--- src/rtl/srle_pkg.sv ---
// ----------------------------------------------------------------------------
// srle_pkg
// shared types and constants for the sun raster run-length pixel decoder
// ----------------------------------------------------------------------------
package srle_pkg;

  localparam int MAX_DIMENSION_DEF = 8192;

  // configuration port
  localparam int CFG_DATA_W  = 14;
  localparam int CFG_INDEX_W = 3;

  localparam logic [CFG_INDEX_W-1:0] REG_IMAGE_WIDTH   = 3'd0;
  localparam logic [CFG_INDEX_W-1:0] REG_IMAGE_HEIGHT  = 3'd1;
  localparam logic [CFG_INDEX_W-1:0] REG_DEPTH_MODE    = 3'd2;
  localparam logic [CFG_INDEX_W-1:0] REG_RGB_ORDER     = 3'd3;
  localparam logic [CFG_INDEX_W-1:0] REG_RUN_LENGTH_ON = 3'd4;

  // depth modes
  localparam logic [1:0] DEPTH_1BIT  = 2'd0;
  localparam logic [1:0] DEPTH_8BIT  = 2'd1;
  localparam logic [1:0] DEPTH_24BIT = 2'd2;
  localparam logic [1:0] DEPTH_32BIT = 2'd3;

  // input operations
  localparam logic OP_RAW_BYTE = 1'b0;
  localparam logic OP_CONTINUE = 1'b1;

  localparam logic [7:0] ESCAPE_BYTE = 8'h80;
  localparam int         POS_W       = 13;

  // decoded byte handed from the escape decoder to the pixel assembler
  typedef struct packed {
    logic       valid;
    logic [7:0] data;
    logic       pending;
  } dec_byte_t;

  typedef struct packed {
    logic [1:0] depth_mode;
    logic       rgb_order;
  } pix_cfg_t;

  typedef struct packed {
    logic [7:0]       pixel_bits;
    logic [3:0]       pixel_count;
    logic [7:0]       red;
    logic [7:0]       green;
    logic [7:0]       blue;
    logic [POS_W-1:0] row_number;
    logic [POS_W-1:0] column_number;
    logic             last_pixel;
    logic             run_pending;
  } result_t;

endpackage

--- src/rtl/srle_escape.sv ---
// ----------------------------------------------------------------------------
// srle_escape
// undoes the 0x80 escape run-length code and releases run copies
// ----------------------------------------------------------------------------
module srle_escape (
  input  logic                clk,
  input  logic                rst_n,
  input  logic                fire,
  input  logic                operation,
  input  logic [7:0]          raw_byte,
  input  logic                run_length_on,
  output srle_pkg::dec_byte_t dec
);

  localparam logic [1:0] PH_IDLE  = 2'd0;
  localparam logic [1:0] PH_ESC   = 2'd1;
  localparam logic [1:0] PH_COUNT = 2'd2;

  logic [1:0] phase_r, phase_nxt;
  logic [7:0] remain_r, remain_nxt;
  logic [7:0] value_r, value_nxt;
  logic       out_valid;
  logic [7:0] out_data;

  always_comb begin
    phase_nxt  = phase_r;
    remain_nxt = remain_r;
    value_nxt  = value_r;
    out_valid  = 1'b0;
    out_data   = raw_byte;
    if (fire) begin
      if (operation == srle_pkg::OP_CONTINUE) begin
        if (remain_r != 8'd0) begin
          remain_nxt = remain_r - 8'd1;
          out_valid  = 1'b1;
          out_data   = value_r;
        end
      end else if (remain_r == 8'd0) begin
        if (!run_length_on) begin
          phase_nxt = PH_IDLE;
          out_valid = 1'b1;
        end else begin
          case (phase_r)
            PH_ESC: begin
              if (raw_byte == 8'd0) begin
                phase_nxt = PH_IDLE;
                out_valid = 1'b1;
                out_data  = srle_pkg::ESCAPE_BYTE;
              end else begin
                remain_nxt = raw_byte;
                phase_nxt  = PH_COUNT;
              end
            end
            PH_COUNT: begin
              value_nxt = raw_byte;
              phase_nxt = PH_IDLE;
              out_valid = 1'b1;
            end
            default: begin
              if (raw_byte == srle_pkg::ESCAPE_BYTE) begin
                phase_nxt = PH_ESC;
              end else begin
                phase_nxt = PH_IDLE;
                out_valid = 1'b1;
              end
            end
          endcase
        end
      end
    end
  end

  always_ff @(posedge clk) begin
    if (!rst_n) begin
      phase_r  <= PH_IDLE;
      remain_r <= 8'd0;
      value_r  <= 8'd0;
    end else begin
      phase_r  <= phase_nxt;
      remain_r <= remain_nxt;
      value_r  <= value_nxt;
    end
  end

  assign dec.valid   = out_valid;
  assign dec.data    = out_data;
  assign dec.pending = (remain_nxt != 8'd0);

endmodule

--- src/rtl/srle_pixel.sv ---
// ----------------------------------------------------------------------------
// srle_pixel
// assembles decoded bytes into pixels and tracks row, column and row padding
// ----------------------------------------------------------------------------
module srle_pixel #(
  parameter int MAX_DIMENSION = srle_pkg::MAX_DIMENSION_DEF
) (
  input  logic                             clk,
  input  logic                             rst_n,
  input  logic                             restart,
  input  logic [$clog2(MAX_DIMENSION):0]   image_width,
  input  logic [$clog2(MAX_DIMENSION):0]   image_height,
  input  srle_pkg::pix_cfg_t               cfg,
  input  srle_pkg::dec_byte_t              dec,
  output logic                             res_valid,
  output srle_pkg::result_t                res
);

  localparam int CNT_W = $clog2(MAX_DIMENSION);
  localparam int DIM_W = CNT_W + 1;

  logic [1:0]       bip_r, bip_nxt;
  logic [15:0]      hold_r, hold_nxt;
  logic [CNT_W-1:0] col_r, col_nxt;
  logic [CNT_W-1:0] row_r, row_nxt;
  logic             pad_r, pad_nxt;

  logic             emit;
  logic [3:0]       n_pix;
  logic [7:0]       bits;
  logic [7:0]       red, blue;
  logic [DIM_W-1:0] span_left;
  logic [DIM_W-1:0] col_sum;
  logic [DIM_W:0]   width_plus7;
  logic             row_pad;
  logic             last;
  logic [1:0]       first;

  assign span_left   = image_width - DIM_W'(col_r);
  assign col_sum     = DIM_W'(col_r) + DIM_W'(n_pix);
  assign width_plus7 = (DIM_W+1)'(image_width) + (DIM_W+1)'(7);
  assign first       = (cfg.depth_mode == srle_pkg::DEPTH_32BIT) ? 2'd1 : 2'd0;

  always_comb begin
    case (cfg.depth_mode)
      srle_pkg::DEPTH_1BIT:  row_pad = width_plus7[3];
      srle_pkg::DEPTH_32BIT: row_pad = 1'b0;
      default:               row_pad = image_width[0];
    endcase
  end

  // byte assembly
  always_comb begin
    bip_nxt  = bip_r;
    hold_nxt = hold_r;
    pad_nxt  = pad_r;
    emit     = 1'b0;
    n_pix    = 4'd1;
    bits     = 8'd0;
    red      = 8'd0;
    blue     = 8'd0;
    if (dec.valid) begin
      if (pad_r) begin
        pad_nxt = 1'b0;
      end else begin
        case (cfg.depth_mode)
          srle_pkg::DEPTH_1BIT: begin
            n_pix = (span_left > DIM_W'(8)) ? 4'd8 : span_left[3:0];
            bits  = dec.data & ~(8'hFF >> n_pix);
            emit  = 1'b1;
          end
          srle_pkg::DEPTH_8BIT: begin
            bits = dec.data;
            emit = 1'b1;
          end
          default: begin
            if (cfg.depth_mode == srle_pkg::DEPTH_32BIT && bip_r == 2'd0) begin
              // leading pad byte of a 32-bit pixel
              bip_nxt = 2'd1;
            end else if (bip_r == first) begin
              hold_nxt = {hold_r[15:8], dec.data};
              bip_nxt  = bip_r + 2'd1;
            end else if (bip_r == first + 2'd1) begin
              hold_nxt = {dec.data, hold_r[7:0]};
              bip_nxt  = bip_r + 2'd1;
            end else begin
              bip_nxt = 2'd0;
              emit    = 1'b1;
              red     = cfg.rgb_order ? hold_r[7:0] : dec.data;
              blue    = cfg.rgb_order ? dec.data : hold_r[7:0];
            end
          end
        endcase
      end
    end
  end

  // position tracking
  always_comb begin
    col_nxt = col_r;
    row_nxt = row_r;
    last    = 1'b0;
    if (emit) begin
      if (col_sum >= image_width) begin
        last    = (DIM_W'(row_r) + DIM_W'(1) >= image_height);
        col_nxt = '0;
        row_nxt = last ? '0 : row_r + CNT_W'(1);
      end else begin
        col_nxt = col_sum[CNT_W-1:0];
      end
    end
  end

  always_ff @(posedge clk) begin
    if (!rst_n) begin
      bip_r  <= 2'd0;
      hold_r <= 16'd0;
      col_r  <= '0;
      row_r  <= '0;
      pad_r  <= 1'b0;
    end else if (restart) begin
      bip_r  <= 2'd0;
      hold_r <= 16'd0;
      col_r  <= '0;
      row_r  <= '0;
      pad_r  <= 1'b0;
    end else begin
      bip_r  <= bip_nxt;
      hold_r <= hold_nxt;
      col_r  <= col_nxt;
      row_r  <= row_nxt;
      pad_r  <= (emit && col_sum >= image_width) ? row_pad : pad_nxt;
    end
  end

  assign res_valid         = emit;
  assign res.pixel_bits    = bits;
  assign res.pixel_count   = n_pix;
  assign res.red           = red;
  assign res.green         = (cfg.depth_mode == srle_pkg::DEPTH_24BIT ||
                              cfg.depth_mode == srle_pkg::DEPTH_32BIT) ? hold_r[15:8] : 8'd0;
  assign res.blue          = blue;
  assign res.row_number    = srle_pkg::POS_W'(row_r);
  assign res.column_number = srle_pkg::POS_W'(col_r);
  assign res.last_pixel    = last;
  assign res.run_pending   = dec.pending;

endmodule

--- src/rtl/sun_raster_rle_pixel_decoder_unit.sv ---
// ----------------------------------------------------------------------------
// sun_raster_rle_pixel_decoder_unit
// decodes escape run-length coded raster body bytes into pixels
// ----------------------------------------------------------------------------
//  channel  direction  handshake              payload
//  in       sink       in_valid / in_stall    in_operation, in_raw_byte
//  out      source     out_valid / out_stall  pixel, colour, position, flags
//  cfg      sink       cfg_write_en           cfg_index, cfg_data
//
//  one item per cycle while out_stall is low; an item passes the input register,
//  then decode and assembly into the result register
//  rst_n is synchronous; it clears decode state and loads register defaults
//  out_stall holds the result register and the input register behind it;
//  in_stall rises only while the input register is full and cannot move
//  a register write restarts the image at row 0, column 0
module sun_raster_rle_pixel_decoder_unit #(
  parameter int MAX_DIMENSION = srle_pkg::MAX_DIMENSION_DEF
) (
  input  logic                             clk,
  input  logic                             rst_n,
  input  logic                             cfg_write_en,
  input  logic [srle_pkg::CFG_INDEX_W-1:0] cfg_index,
  input  logic [srle_pkg::CFG_DATA_W-1:0]  cfg_data,
  input  logic                             in_valid,
  output logic                             in_stall,
  input  logic                             in_operation,
  input  logic [7:0]                       in_raw_byte,
  output logic                             out_valid,
  input  logic                             out_stall,
  output logic [7:0]                       out_pixel_bits,
  output logic [3:0]                       out_pixel_count,
  output logic [7:0]                       out_red,
  output logic [7:0]                       out_green,
  output logic [7:0]                       out_blue,
  output logic [12:0]                      out_row_number,
  output logic [12:0]                      out_column_number,
  output logic                             out_last_pixel,
  output logic                             out_run_pending
);

  localparam int CNT_W = $clog2(MAX_DIMENSION);
  localparam int DIM_W = CNT_W + 1;
  localparam int CMP_W = (srle_pkg::CFG_DATA_W > 17) ? srle_pkg::CFG_DATA_W : 17;

  // configuration registers
  logic [DIM_W-1:0]   width_r, height_r;
  logic [1:0]         depth_r;
  logic               rgb_r;
  logic               rle_r;
  logic [DIM_W-1:0]   cfg_dim;
  logic               restart;

  always_comb begin
    if (cfg_data == '0) begin
      cfg_dim = DIM_W'(1);
    end else if (CMP_W'(cfg_data) > CMP_W'(MAX_DIMENSION)) begin
      cfg_dim = DIM_W'(MAX_DIMENSION);
    end else begin
      cfg_dim = DIM_W'(cfg_data);
    end
  end

  always_comb begin
    case (cfg_index)
      srle_pkg::REG_IMAGE_WIDTH,
      srle_pkg::REG_IMAGE_HEIGHT,
      srle_pkg::REG_DEPTH_MODE,
      srle_pkg::REG_RGB_ORDER,
      srle_pkg::REG_RUN_LENGTH_ON: restart = cfg_write_en;
      default:                     restart = 1'b0;
    endcase
  end

  always_ff @(posedge clk) begin
    if (!rst_n) begin
      width_r  <= DIM_W'(1);
      height_r <= DIM_W'(1);
      depth_r  <= srle_pkg::DEPTH_8BIT;
      rgb_r    <= 1'b0;
      rle_r    <= 1'b0;
    end else if (cfg_write_en) begin
      case (cfg_index)
        srle_pkg::REG_IMAGE_WIDTH:   width_r  <= cfg_dim;
        srle_pkg::REG_IMAGE_HEIGHT:  height_r <= cfg_dim;
        srle_pkg::REG_DEPTH_MODE:    depth_r  <= cfg_data[1:0];
        srle_pkg::REG_RGB_ORDER:     rgb_r    <= cfg_data[0];
        srle_pkg::REG_RUN_LENGTH_ON: rle_r    <= cfg_data[0];
        default: ;
      endcase
    end
  end

  // input register
  logic       s1_valid_r;
  logic       s1_op_r;
  logic [7:0] s1_byte_r;
  logic       out_valid_r;
  logic       advance;
  logic       fire;

  assign advance  = !out_valid_r || !out_stall;
  assign fire     = s1_valid_r && advance;
  assign in_stall = s1_valid_r && !advance;

  always_ff @(posedge clk) begin
    if (!rst_n) begin
      s1_valid_r <= 1'b0;
    end else if (!in_stall) begin
      s1_valid_r <= in_valid;
    end
  end

  always_ff @(posedge clk) begin
    if (in_valid && !in_stall) begin
      s1_op_r   <= in_operation;
      s1_byte_r <= in_raw_byte;
    end
  end

  // decode and assembly
  srle_pkg::dec_byte_t dec;
  srle_pkg::pix_cfg_t  pix_cfg;
  srle_pkg::result_t   res;
  logic                res_valid;

  assign pix_cfg.depth_mode = depth_r;
  assign pix_cfg.rgb_order  = rgb_r;

  srle_escape u_escape (
    .clk           (clk),
    .rst_n         (rst_n),
    .fire          (fire),
    .operation     (s1_op_r),
    .raw_byte      (s1_byte_r),
    .run_length_on (rle_r),
    .dec           (dec)
  );

  srle_pixel #(
    .MAX_DIMENSION (MAX_DIMENSION)
  ) u_pixel (
    .clk          (clk),
    .rst_n        (rst_n),
    .restart      (restart),
    .image_width  (width_r),
    .image_height (height_r),
    .cfg          (pix_cfg),
    .dec          (dec),
    .res_valid    (res_valid),
    .res          (res)
  );

  // result register
  srle_pkg::result_t out_r;

  always_ff @(posedge clk) begin
    if (!rst_n) begin
      out_valid_r <= 1'b0;
    end else if (advance) begin
      out_valid_r <= res_valid;
    end
  end

  always_ff @(posedge clk) begin
    if (advance && res_valid) begin
      out_r <= res;
    end
  end

  assign out_valid         = out_valid_r;
  assign out_pixel_bits    = out_r.pixel_bits;
  assign out_pixel_count   = out_r.pixel_count;
  assign out_red           = out_r.red;
  assign out_green         = out_r.green;
  assign out_blue          = out_r.blue;
  assign out_row_number    = out_r.row_number;
  assign out_column_number = out_r.column_number;
  assign out_last_pixel    = out_r.last_pixel;
  assign out_run_pending   = out_r.run_pending;

  // checks
  a_count_range: assert property (@(posedge clk) disable iff (!rst_n)
    out_valid |-> (out_pixel_count != 4'd0 && out_pixel_count <= 4'd8))
    else $error("pixel count out of range");

  a_single_pixel: assert property (@(posedge clk) disable iff (!rst_n)
    (out_valid && depth_r != srle_pkg::DEPTH_1BIT) |-> out_pixel_count == 4'd1)
    else $error("multi-pixel result outside 1-bit mode");

  a_colour_no_index: assert property (@(posedge clk) disable iff (!rst_n)
    (out_valid && (depth_r == srle_pkg::DEPTH_24BIT || depth_r == srle_pkg::DEPTH_32BIT))
      |-> out_pixel_bits == 8'd0)
    else $error("index bits set in colour mode");

  a_stall_only_full: assert property (@(posedge clk) disable iff (!rst_n)
    in_stall |-> (s1_valid_r && out_valid_r && out_stall))
    else $error("input stalled with room to move");

endmodule
--- config.mk ---
export PLATFORM = sky130hd
export DESIGN_NAME = sun_raster_rle_pixel_decoder_unit
export DESIGN_NICKNAME = d
export VERILOG_FILES = /design/src/rtl/srle_pkg.sv /design/src/rtl/srle_escape.sv /design/src/rtl/srle_pixel.sv /design/src/rtl/sun_raster_rle_pixel_decoder_unit.sv
export SDC_FILE = /design/constraint.sdc
export NUM_CORES = 1
export LEC_CHECK = 0
export BUFFER_PORTS_ARGS = -buffer_cell sky130_fd_sc_hd__buf_4
export CORE_ASPECT_RATIO = 1.2
export CORE_MARGIN = 5
export CORE_UTILIZATION = 59
export CTS_BUF_LIST = sky130_fd_sc_hd__clkbuf_8
export DETAILED_ROUTE_END_ITERATION = 6
export PLACE_DENSITY = 0.76
export SYNTH_ARGS = -nofsm -noshare
export SYNTH_HDL_FRONTEND = slang
export SYNTH_SLANG_ARGS = --single-unit
--- constraint.sdc ---
create_clock -name clk -period 17.1 [get_ports clk]
set_clock_uncertainty 0.05 [all_clocks]
set_input_delay 2.565 -clock clk [delete_from_list [all_inputs] [get_ports clk]]
set_output_delay 2.565 -clock clk [all_outputs]
set_load 0.1 [all_outputs]
==> results of run 1 <==
power by group through the flow:
stage               clock network (mW)  logic, mW  registers [mW]
floorplan                            0     0.0611           0.504
global placement                     0      0.151           0.452
detailed placement                   0      0.152           0.452
CTS                              0.269      0.153           0.443
global route                     0.288      0.163           0.444
finish                           0.263      0.153           0.443
worst paths after layout:
kind         slack (ns)    startpoint  cells past startpoint                to
max                9.23    width_r[0]                     25  u_pixel.col_r[1]
min                0.41  height_r[12]                      2      height_r[12]
max reg2reg        9.23    width_r[0]                     25  u_pixel.col_r[1]
min reg2reg        0.41  height_r[12]                      2      height_r[12]
critical path, cell delays in order, from the launching register on:
cell and delay, ns:
dfxtp_1 0.37, inv_1 0.10, ha_1 0.22, fa_1 0.42, nor2b_1 0.27, o21ai_1 0.16, a221oi_1 0.65, o21a_1 0.18
o211ai_1 0.07, or4_1 0.59, o21bai_1 0.21, ha_1 0.19, inv_1 0.06, fa_1 0.41, nor2b_1 0.13, o21ai_0 0.10
a2111oi_0 0.91, and3_1 0.34, xnor2_1 0.15, ha_1 0.26, a211o_1 0.27, nor3b_1 0.19, a21oi_1 0.14, nand2_1 0.44
nand2_1 0.50, a211oi_1 0.37
sequential cells by signal, summed over array words and instances (netlist names), 2 cells and up:
register	cells
out_row_number	13
depth_r	2
out_pixel_count	4
u_escape.remain_r	8
out_pixel_bits	8
s1_byte_r	8
out_red	8
u_pixel.row_r	13
u_escape.phase_r	2
u_pixel.hold_r	16
width_r	14
out_blue	8
height_r	14
out_column_number	13
u_escape.value_r	8
u_pixel.bip_r	2
u_pixel.col_r	13
out_green	8
metrics by stage:
stage,cells,worst slack [ns],util,power [mW]
final,1308,9.23,0.674,0.859
after detailed placement,1276,8.85,0.651,0.605
after global routing,1308,8.80,0.674,0.895
after global placement,1276,9.04,0.651,0.604
after CTS,1308,9.32,0.674,0.864
after floorplan,1007,10.36,-,0.565
Yosys cell counts (3+ instances only):
cell type,instances
nand2_1,110
o2111ai_1,3
or2_2,7
or4_1,3
o21bai_1,3
edfxtp_1,73
dfxtp_1,97
or2_0,4
o21a_1,5
o31ai_1,7
or3_1,8
and3_1,17
nor4_1,8
nor3b_1,7
a221o_1,3
and2_1,9
a2bb2oi_1,3
xnor2_1,27
nand4_1,14
nand3_1,24
xor2_1,6
o41ai_1,9
clkbuf_1,33
inv_1,69
a21oi_1,78
buf_2,3
nand2b_1,9
o21ai_1,6
o221ai_1,3
a2111oi_0,4
o21ai_0,17
a32oi_1,10
o22ai_1,4
ha_1,54
mux2i_1,30
o211ai_1,6
nor2b_1,27
nor2_1,119
a211oi_1,14
a21o_1,13
nor3_1,20
area by class of cell:
cell class,instances,area share
clock buffers,18,0.0238
clock inverters,14,0.0107
inverters,71,0.0256
multi-input cells,728,0.447
flip-flops and latches,170,0.397
well taps,208,0.0250
repair buffers,99,0.0714
kinds of logic (layout without fill, tap and decap cells):
group	count (synthesis)	count (layout)	share of synthesized area
AOI/OAI and AO/OA	210	210	0.153
buffers and inverters	109	202	0.0457
xor gates and xnor gates	33	33	0.0314
muxes	33	33	0.0363
and+or+nand+nor	396	396	0.207
adders and majority gates	56	56	0.0778
DFF	170	170	0.449
metal layers:
layer / track usage / wire length, um / up-vias
li1: - / - / 3748
met1: 0.331 / 9230 / 3497
met2: 0.389 / 10200 / 267
met3: 0.0520 / 1550 / 41
met4: 0.0833 / 471 / 0
met5: 0 / 0 / -
==> results.md, run 1 <==
* Placed Instance Area at 0.0101 mm2
* Setup total negative slack at 0 ns
* Synth cell types at 70
* Number of hold buffers added after CTS at 0
* Outcome: complete, no violations
* Most frequent standard cell in the layout excluding fill and tap cells: nor2_1
* Count of buffers from port buffering at 96
* Worst setup path category: reg -> reg
* Average size of a mapped cell at 9.14 um2
* Type of the tightest min-delay check: reg -> reg
* Final critical delay including setup and external delays at 7.87 ns
* Count of endpoints failing setup in the final report at 0
* Transition time at the pin with the least slew margin at 1.10 ns
* Biggest fanout along the worst timing path at 15
* Final hold slack at 0.409 ns
* Power per cell area at 82.5 mW/mm2
* Area enclosed by the die boundary at 0.0182 mm2
* Post-layout net count at 1174
* Leakage power total at 4.05 nW
* Area taken by flip-flops and latches at 0.00413 mm2
* Setup repair after global routing missed its margin: false
* Cell-internal power at 582 uW
* Top library cells by usage in the layout, fill and taps aside: nor2_1, nand2_1, buf_4, dfxtp_1, a21oi_1
* Relative slew margins at 0.268
* Maximum number of pins on one net before global-route repair at 80
* Final period utilization at 0.460
* Share of final-layout standard cells stronger than drive strength 1 at 0.135
* Floorplan core area at 0.0155 mm2
* Flip-flop and latch count after synthesis at 170
* Worst vdd ir at 0.0471 mV
* Number of antenna violations at the first check in global routing at 0
* Clk pin slew, worst setup/hold paths at 0.09 ns
* Main area contributors after synthesis: edfxtp_1, dfxtp_1, ha_1
* Initial Utilization at 0.595
* Total gr overflow at 0
* Main flop type after synthesis: dfxtp_1
* Antenna-violating nets left at 0
* Initial drt markers at 613
* Worst endpoint required time at 17.42 ns
* Area share of the leading cell type in the synthesized netlist at 0.238
* Max frequency at 127 MHz
* Boundary Pins at 97
* 1st-pass router iterations at 5
* Count of clock tree sinks at 170
* Net switching share of the total power at 0.322
* Number of global-route vias before repair at 7193
* Total net switching power at 277 uW
* Post-synth EDFFs at 73
* Number of levels in the clock H-tree at 4
* DRC errors left at 0
* Total of max-cap violations at 0
* Kind of end point of the critical path: register
* Placer Congestion at 0.912
* Via count at 7553
* Post-synth ARST share at 0
* Final Hold Vio Count at 0
* Post-CTS Repair Setup Buffers at 0
* Routed via count divided by cell count at 5.77
* Setup crit start kind: register
* Sequential cell area fraction in the yosys report at 0.449
* Drt total wl at 21500 um
* Antenna cells at 0
* Final std cell area, no fill at 0.0104 mm2
* Wire length of the first global-routing pass at 35500 um
* Count of pins over their slew limit at 0
* Total Routing Usage GR at 0.245
* Clock tree root driver cell: clkbuf_8
* Number of instances resized during post-cts repair at 0
* Horizontal die dimension at 124 um
* Net count of the mapped netlist at 1094
* Clock insertion delay at the later pin of the skew report at 0.47 ns
* Critical path arrival at 8.20 ns
* Detailed Place HPWL at 16000 um
* Fraction of power consumed by sequential logic at 0.516
* Comb power frac at 0.178
* Clock network power share at 0.306
* Count of fill cells added during filler insertion at 1256
* Area of combinational cells with multiple inputs at 0.00465 mm2
* Number of placement rows at 50
* Die outline height at 147 um
* Post-synthesis instance total at 1007
* Clock buffer count from CTS at 17
* CTS tree: built
* Maximum buffer depth of the clock tree at 2
* Average wire length per cell after detail routing at 16.4 um
* Number of warnings printed during yosys synthesis at 0
* Area added between synthesis and finish at 13.2%
* Area of the mapped netlist at 0.00920 mm2
* Cell type with the largest total area after synthesis: edfxtp_1
Note: power is estimated with default switching activity, not from simulation.
==> inputs of run 2 (changes only) <==
--- a/config.mk
+++ b/config.mk
@@ -5,13 +5,14 @@
 export SDC_FILE = /design/constraint.sdc
 export NUM_CORES = 1
 export LEC_CHECK = 0
+export ABC_AREA = 1
 export BUFFER_PORTS_ARGS = -buffer_cell sky130_fd_sc_hd__buf_4
 export CORE_ASPECT_RATIO = 1.2
 export CORE_MARGIN = 5
-export CORE_UTILIZATION = 59
+export CORE_UTILIZATION = 56
 export CTS_BUF_LIST = sky130_fd_sc_hd__clkbuf_8
 export DETAILED_ROUTE_END_ITERATION = 6
-export PLACE_DENSITY = 0.76
+export PLACE_DENSITY = 0.75
 export SYNTH_ARGS = -nofsm -noshare
 export SYNTH_HDL_FRONTEND = slang
 export SYNTH_SLANG_ARGS = --single-unit
==> constraint.sdc (replaced) <==
create_clock -name clk -period 7.05 [get_ports clk]
set_clock_uncertainty 0.05 [all_clocks]
set_input_delay 1.0575 -clock clk [delete_from_list [all_inputs] [get_ports clk]]
set_output_delay 1.0575 -clock clk [all_outputs]
set_load 0.1 [all_outputs]
==> results.md, run 2 <==
* Outcome: complete, no violations (unchanged)
* Clock insertion delay at the later pin of the skew report at 0.47 ns (about the same)
* Final Hold Vio Count at 0 (unchanged)
* Top library cells by usage in the layout, fill and taps aside: nand2_1, inv_1, nor2_1, a21oi_1 (was nor2_1, nand2_1, buf_4, dfxtp_1, a21oi_1)
* Average size of a mapped cell at 7.79 um2 (was 9.14 um2)
* Setup total negative slack at 0 ns (unchanged)
* Count of buffers from port buffering at 96 (unchanged)
* Largest stage delay on the critical path at 0.44 ns (was 0.91 ns)
* Register with the most flip-flops: u_pixel.hold_r (unchanged)
* Maximum buffer depth of the clock tree at 2 (unchanged)
* Clk pin slew, worst setup/hold paths at 0.09 ns (about the same)
* Total gr overflow at 0 (unchanged)
* Post-synth EDFFs at 73 (unchanged)
* Max frequency at 166 MHz (was 127 MHz)
* Setup repair after global routing missed its margin: false (unchanged)
* Cell type with the largest total area after synthesis: edfxtp_1 (unchanged)
* Number of global-route vias before repair at 7687 (was 7193)
* Placer Congestion at 0.932 (was 0.912)
* Number of placement rows at 51 (was 50)
* Length of routed met2 wiring at 10800 um (was 10200 um)
* Synth cell types at 50 (was 70)
* Final std cells w/o fill at 1520 (was 1308)
* Final standard cell utilization of the core at 0.652 (was 0.674)
* Worst setup path category: reg -> reg (unchanged)
* Boundary Pins at 97 (unchanged)
* Net count of the mapped netlist at 1292 (was 1094)
* Setup crit start kind: register (unchanged)
* Via count at 7978 (was 7553)
* Final std cell area, no fill at 0.0106 mm2 (was 0.0104 mm2)
* Floorplan core area at 0.0163 mm2 (was 0.0155 mm2)
* Post-synthesis instance total at 1205 (was 1007)
* Final hold slack at 0.409 ns (about the same)
* Number of hold buffers added after CTS at 0 (unchanged)
* Worst vdd ir at 0.139 mV (was 0.0471 mV)
* Initial drt markers at 726 (was 613)
* Post-CTS Repair Setup Buffers at 0 (unchanged)
* Maximum number of pins on one net before global-route repair at 48 (was 80)
* Average wire length per cell after detail routing at 14.4 um (was 16.4 um)
* Area of the mapped netlist at 0.00939 mm2 (was 0.00920 mm2)
* Share of final-layout standard cells stronger than drive strength 1 at 0.127 (was 0.135)
* Total met3 wirelength after detailed routing at 930 um (was 1550 um)
* Number of levels in the clock H-tree at 4 (unchanged)
* Initial Utilization at 0.575 (was 0.595)
* Area share of the leading cell type in the synthesized netlist at 0.233 (was 0.238)
* Horizontal die dimension at 128 um (was 124 um)
* DRC errors left at 0 (unchanged)
* Transition time at the pin with the least slew margin at 1.26 ns (was 1.10 ns)
* Max reg flops at 16 (unchanged)
* Depth of the worst register-to-register path at 32 (was 25)
* Wl on met1 at 9510 um (was 9230 um)
* Antenna-violating nets left at 0 (unchanged)
* Main flop type after synthesis: dfxtp_1 (unchanged)
* CTS tree: built (unchanged)
* Antenna cells at 0 (unchanged)
* Final critical-path setup slack at 1.03 ns (was 9.23 ns)
* Number of instances resized during post-cts repair at 0 (unchanged)
* Highest signal layer in the routed design: met4 (unchanged)
* Worst endpoint required time at 7.34 ns (was 17.42 ns)
* Count of endpoints failing setup in the final report at 0 (unchanged)
* Critical path startpoint: width_r[0] (unchanged)
* Sequential cell area fraction in the yosys report at 0.440 (was 0.449)
* Number of warnings printed during yosys synthesis at 0 (unchanged)
* Relative slew margins at 0.157 (was 0.268)
* Leading cell type by number of instances after synthesis: nand2_1 (was nor2_1)
* Leakage power total at 4.78 nW (was 4.05 nW)
* 1st-pass router iterations at 5 (unchanged)
* Clock buffer count from CTS at 17 (unchanged)
* Total Power Consumption at 2.99 mW (was 859 uW)
* Drt total wl at 21900 um (was 21500 um)
* Routed via count divided by cell count at 5.25 (was 5.77)
* Main area contributors after synthesis: edfxtp_1, dfxtp_1, nand2_1 (was edfxtp_1, dfxtp_1, ha_1)
* Registers with the most flip-flops: u_pixel.hold_r x16, height_r x14, width_r x14 (unchanged)
* Total Routing Usage GR at 0.231 (was 0.245)
* RR Endpoint: u_pixel.col_r[4] (was u_pixel.col_r[1])
* Kind of end point of the critical path: register (unchanged)
* Detailed Place HPWL at 16900 um (was 16000 um)
* Most numerous cell on the critical path: nand2_1 (was ha_1)
* Count of pins over their slew limit at 0 (unchanged)
* Flip-flop and latch count after synthesis at 170 (unchanged)
* Die outline height at 152 um (was 147 um)
* Post-Place Worst Slack at 1.02 ns (was 8.85 ns)
* Area enclosed by the die boundary at 0.0195 mm2 (was 0.0182 mm2)
* Area added between synthesis and finish at 13.4% (was 13.2%)
* Reg-to-reg setup timing slack at 1.03 ns (was 9.23 ns)
* Post-synth ARST share at 0 (unchanged)
* Count of clock tree sinks at 170 (unchanged)
* Final period utilization at 0.854 (was 0.460)
* Placed Cells incl. Taps at 1488 (was 1276)
* Slowest-stage cell, CP: nand2_1 (was a2111oi_0)
* Launching point of the worst reg2reg path: width_r[0] (unchanged)
* Clock tree root driver cell: clkbuf_8 (unchanged)
* Most frequent standard cell in the layout excluding fill and tap cells: nand2_1 (was nor2_1)
* Final critical delay including setup and external delays at 6.02 ns (was 7.87 ns)
* Total of max-cap violations at 0 (unchanged)
* Type of the tightest min-delay check: reg -> reg (unchanged)
* Placed Instance Area at 0.0103 mm2 (was 0.0101 mm2)
* Wire length of the first global-routing pass at 36700 um (was 35500 um)
* Critical path arrival at 6.31 ns (was 8.20 ns)
* Power per cell area at 281 mW/mm2 (was 82.5 mW/mm2)
* List of most frequent post-synthesis cells: nand2_1, inv_1, nor2_1 (was nor2_1, nand2_1, dfxtp_1)
* Number of antenna violations at the first check in global routing at 0 (unchanged)
* Post-layout net count at 1382 (was 1174)
* Biggest fanout along the worst timing path at 14 (was 15)
* Worst setup endpoint: u_pixel.col_r[4] (was u_pixel.col_r[1])
[run 2: cell types whose count changed after synthesis, moves of 23 or more]
cell     before  now
inv_1        69  187
nand2_1     110  259
mux2i_1      30    0
nor2b_1      27    0
nand3_1      24   63
xnor2_1      27    4
a21oi_1      78  107
o21ai_0      17   80
[run 2: layout make-up]
cell class	count	area, um2
Fill cell	1482	5690
Clock inverter	14	145
Tap cell	212	265
Sequential cell	170	4130
Multi-Input combinational cell	810	4380
Inverter	199	748
Clock buffer	18	248
Timing Repair Buffer	97	728
[run 2: kinds of logic (layout without fill, tap and decap cells)]
logic type	Yosys count	count (layout)	synth area share
xor gates and xnor gates	25	25	0.0233
buffers and inverters	225	328	0.0942
AOI/OAI and AO/OA	224	224	0.129
and+or+nand+nor	505	505	0.237
adders and majority gates	56	56	0.0762
DFF	170	170	0.440
[run 2: worst min path at each step]
| stage | start | to | slack (ns) | depth (start not counted) |
|---|---|---|---|---|
| floorplan | u_pixel.col_r[5] | out_column_number[5] | 0.38 | 0 |
| detailed placement | u_escape.value_r[3] | u_escape.value_r[3] | 0.40 | 2 |
| global route | u_escape.value_r[3] | u_escape.value_r[3] | 0.42 | 2 |
| finish | u_escape.value_r[3] | u_escape.value_r[3] | 0.41 | 2 |
| global placement | u_escape.value_r[7] | u_escape.value_r[7] | 0.39 | 2 |
| CTS | u_escape.value_r[3] | u_escape.value_r[3] | 0.41 | 2 |
[run 2: worst max-delay path, delay by kind of cell, from the launching register on]
family,cells,cell delay [ns]
AND/OR/NAND/NOR,19,2.74
adder cells (fa/ha/maj),5,1.49
AO/OA/AOI/OAI,2,0.62
flip-flops,1,0.42
buffers and inverters,5,0.39
XOR/XNOR,1,0.17
[run 2: where the power goes]
part / switching [mW] / internal [mW] / total [mW]
clock: 0.363 / 0.325 / 0.688
sequential: 0.0464 / 1.13 / 1.17
combinational: 0.851 / 0.282 / 1.13
total: 1.26 / 1.73 / 2.99
[run 2: layer usage]
layer,vias up,track usage
met5,-,0
met4,0,0.0870
met3,41,0.0365
met2,208,0.393
met1,3596,0.294
li1,4133,-
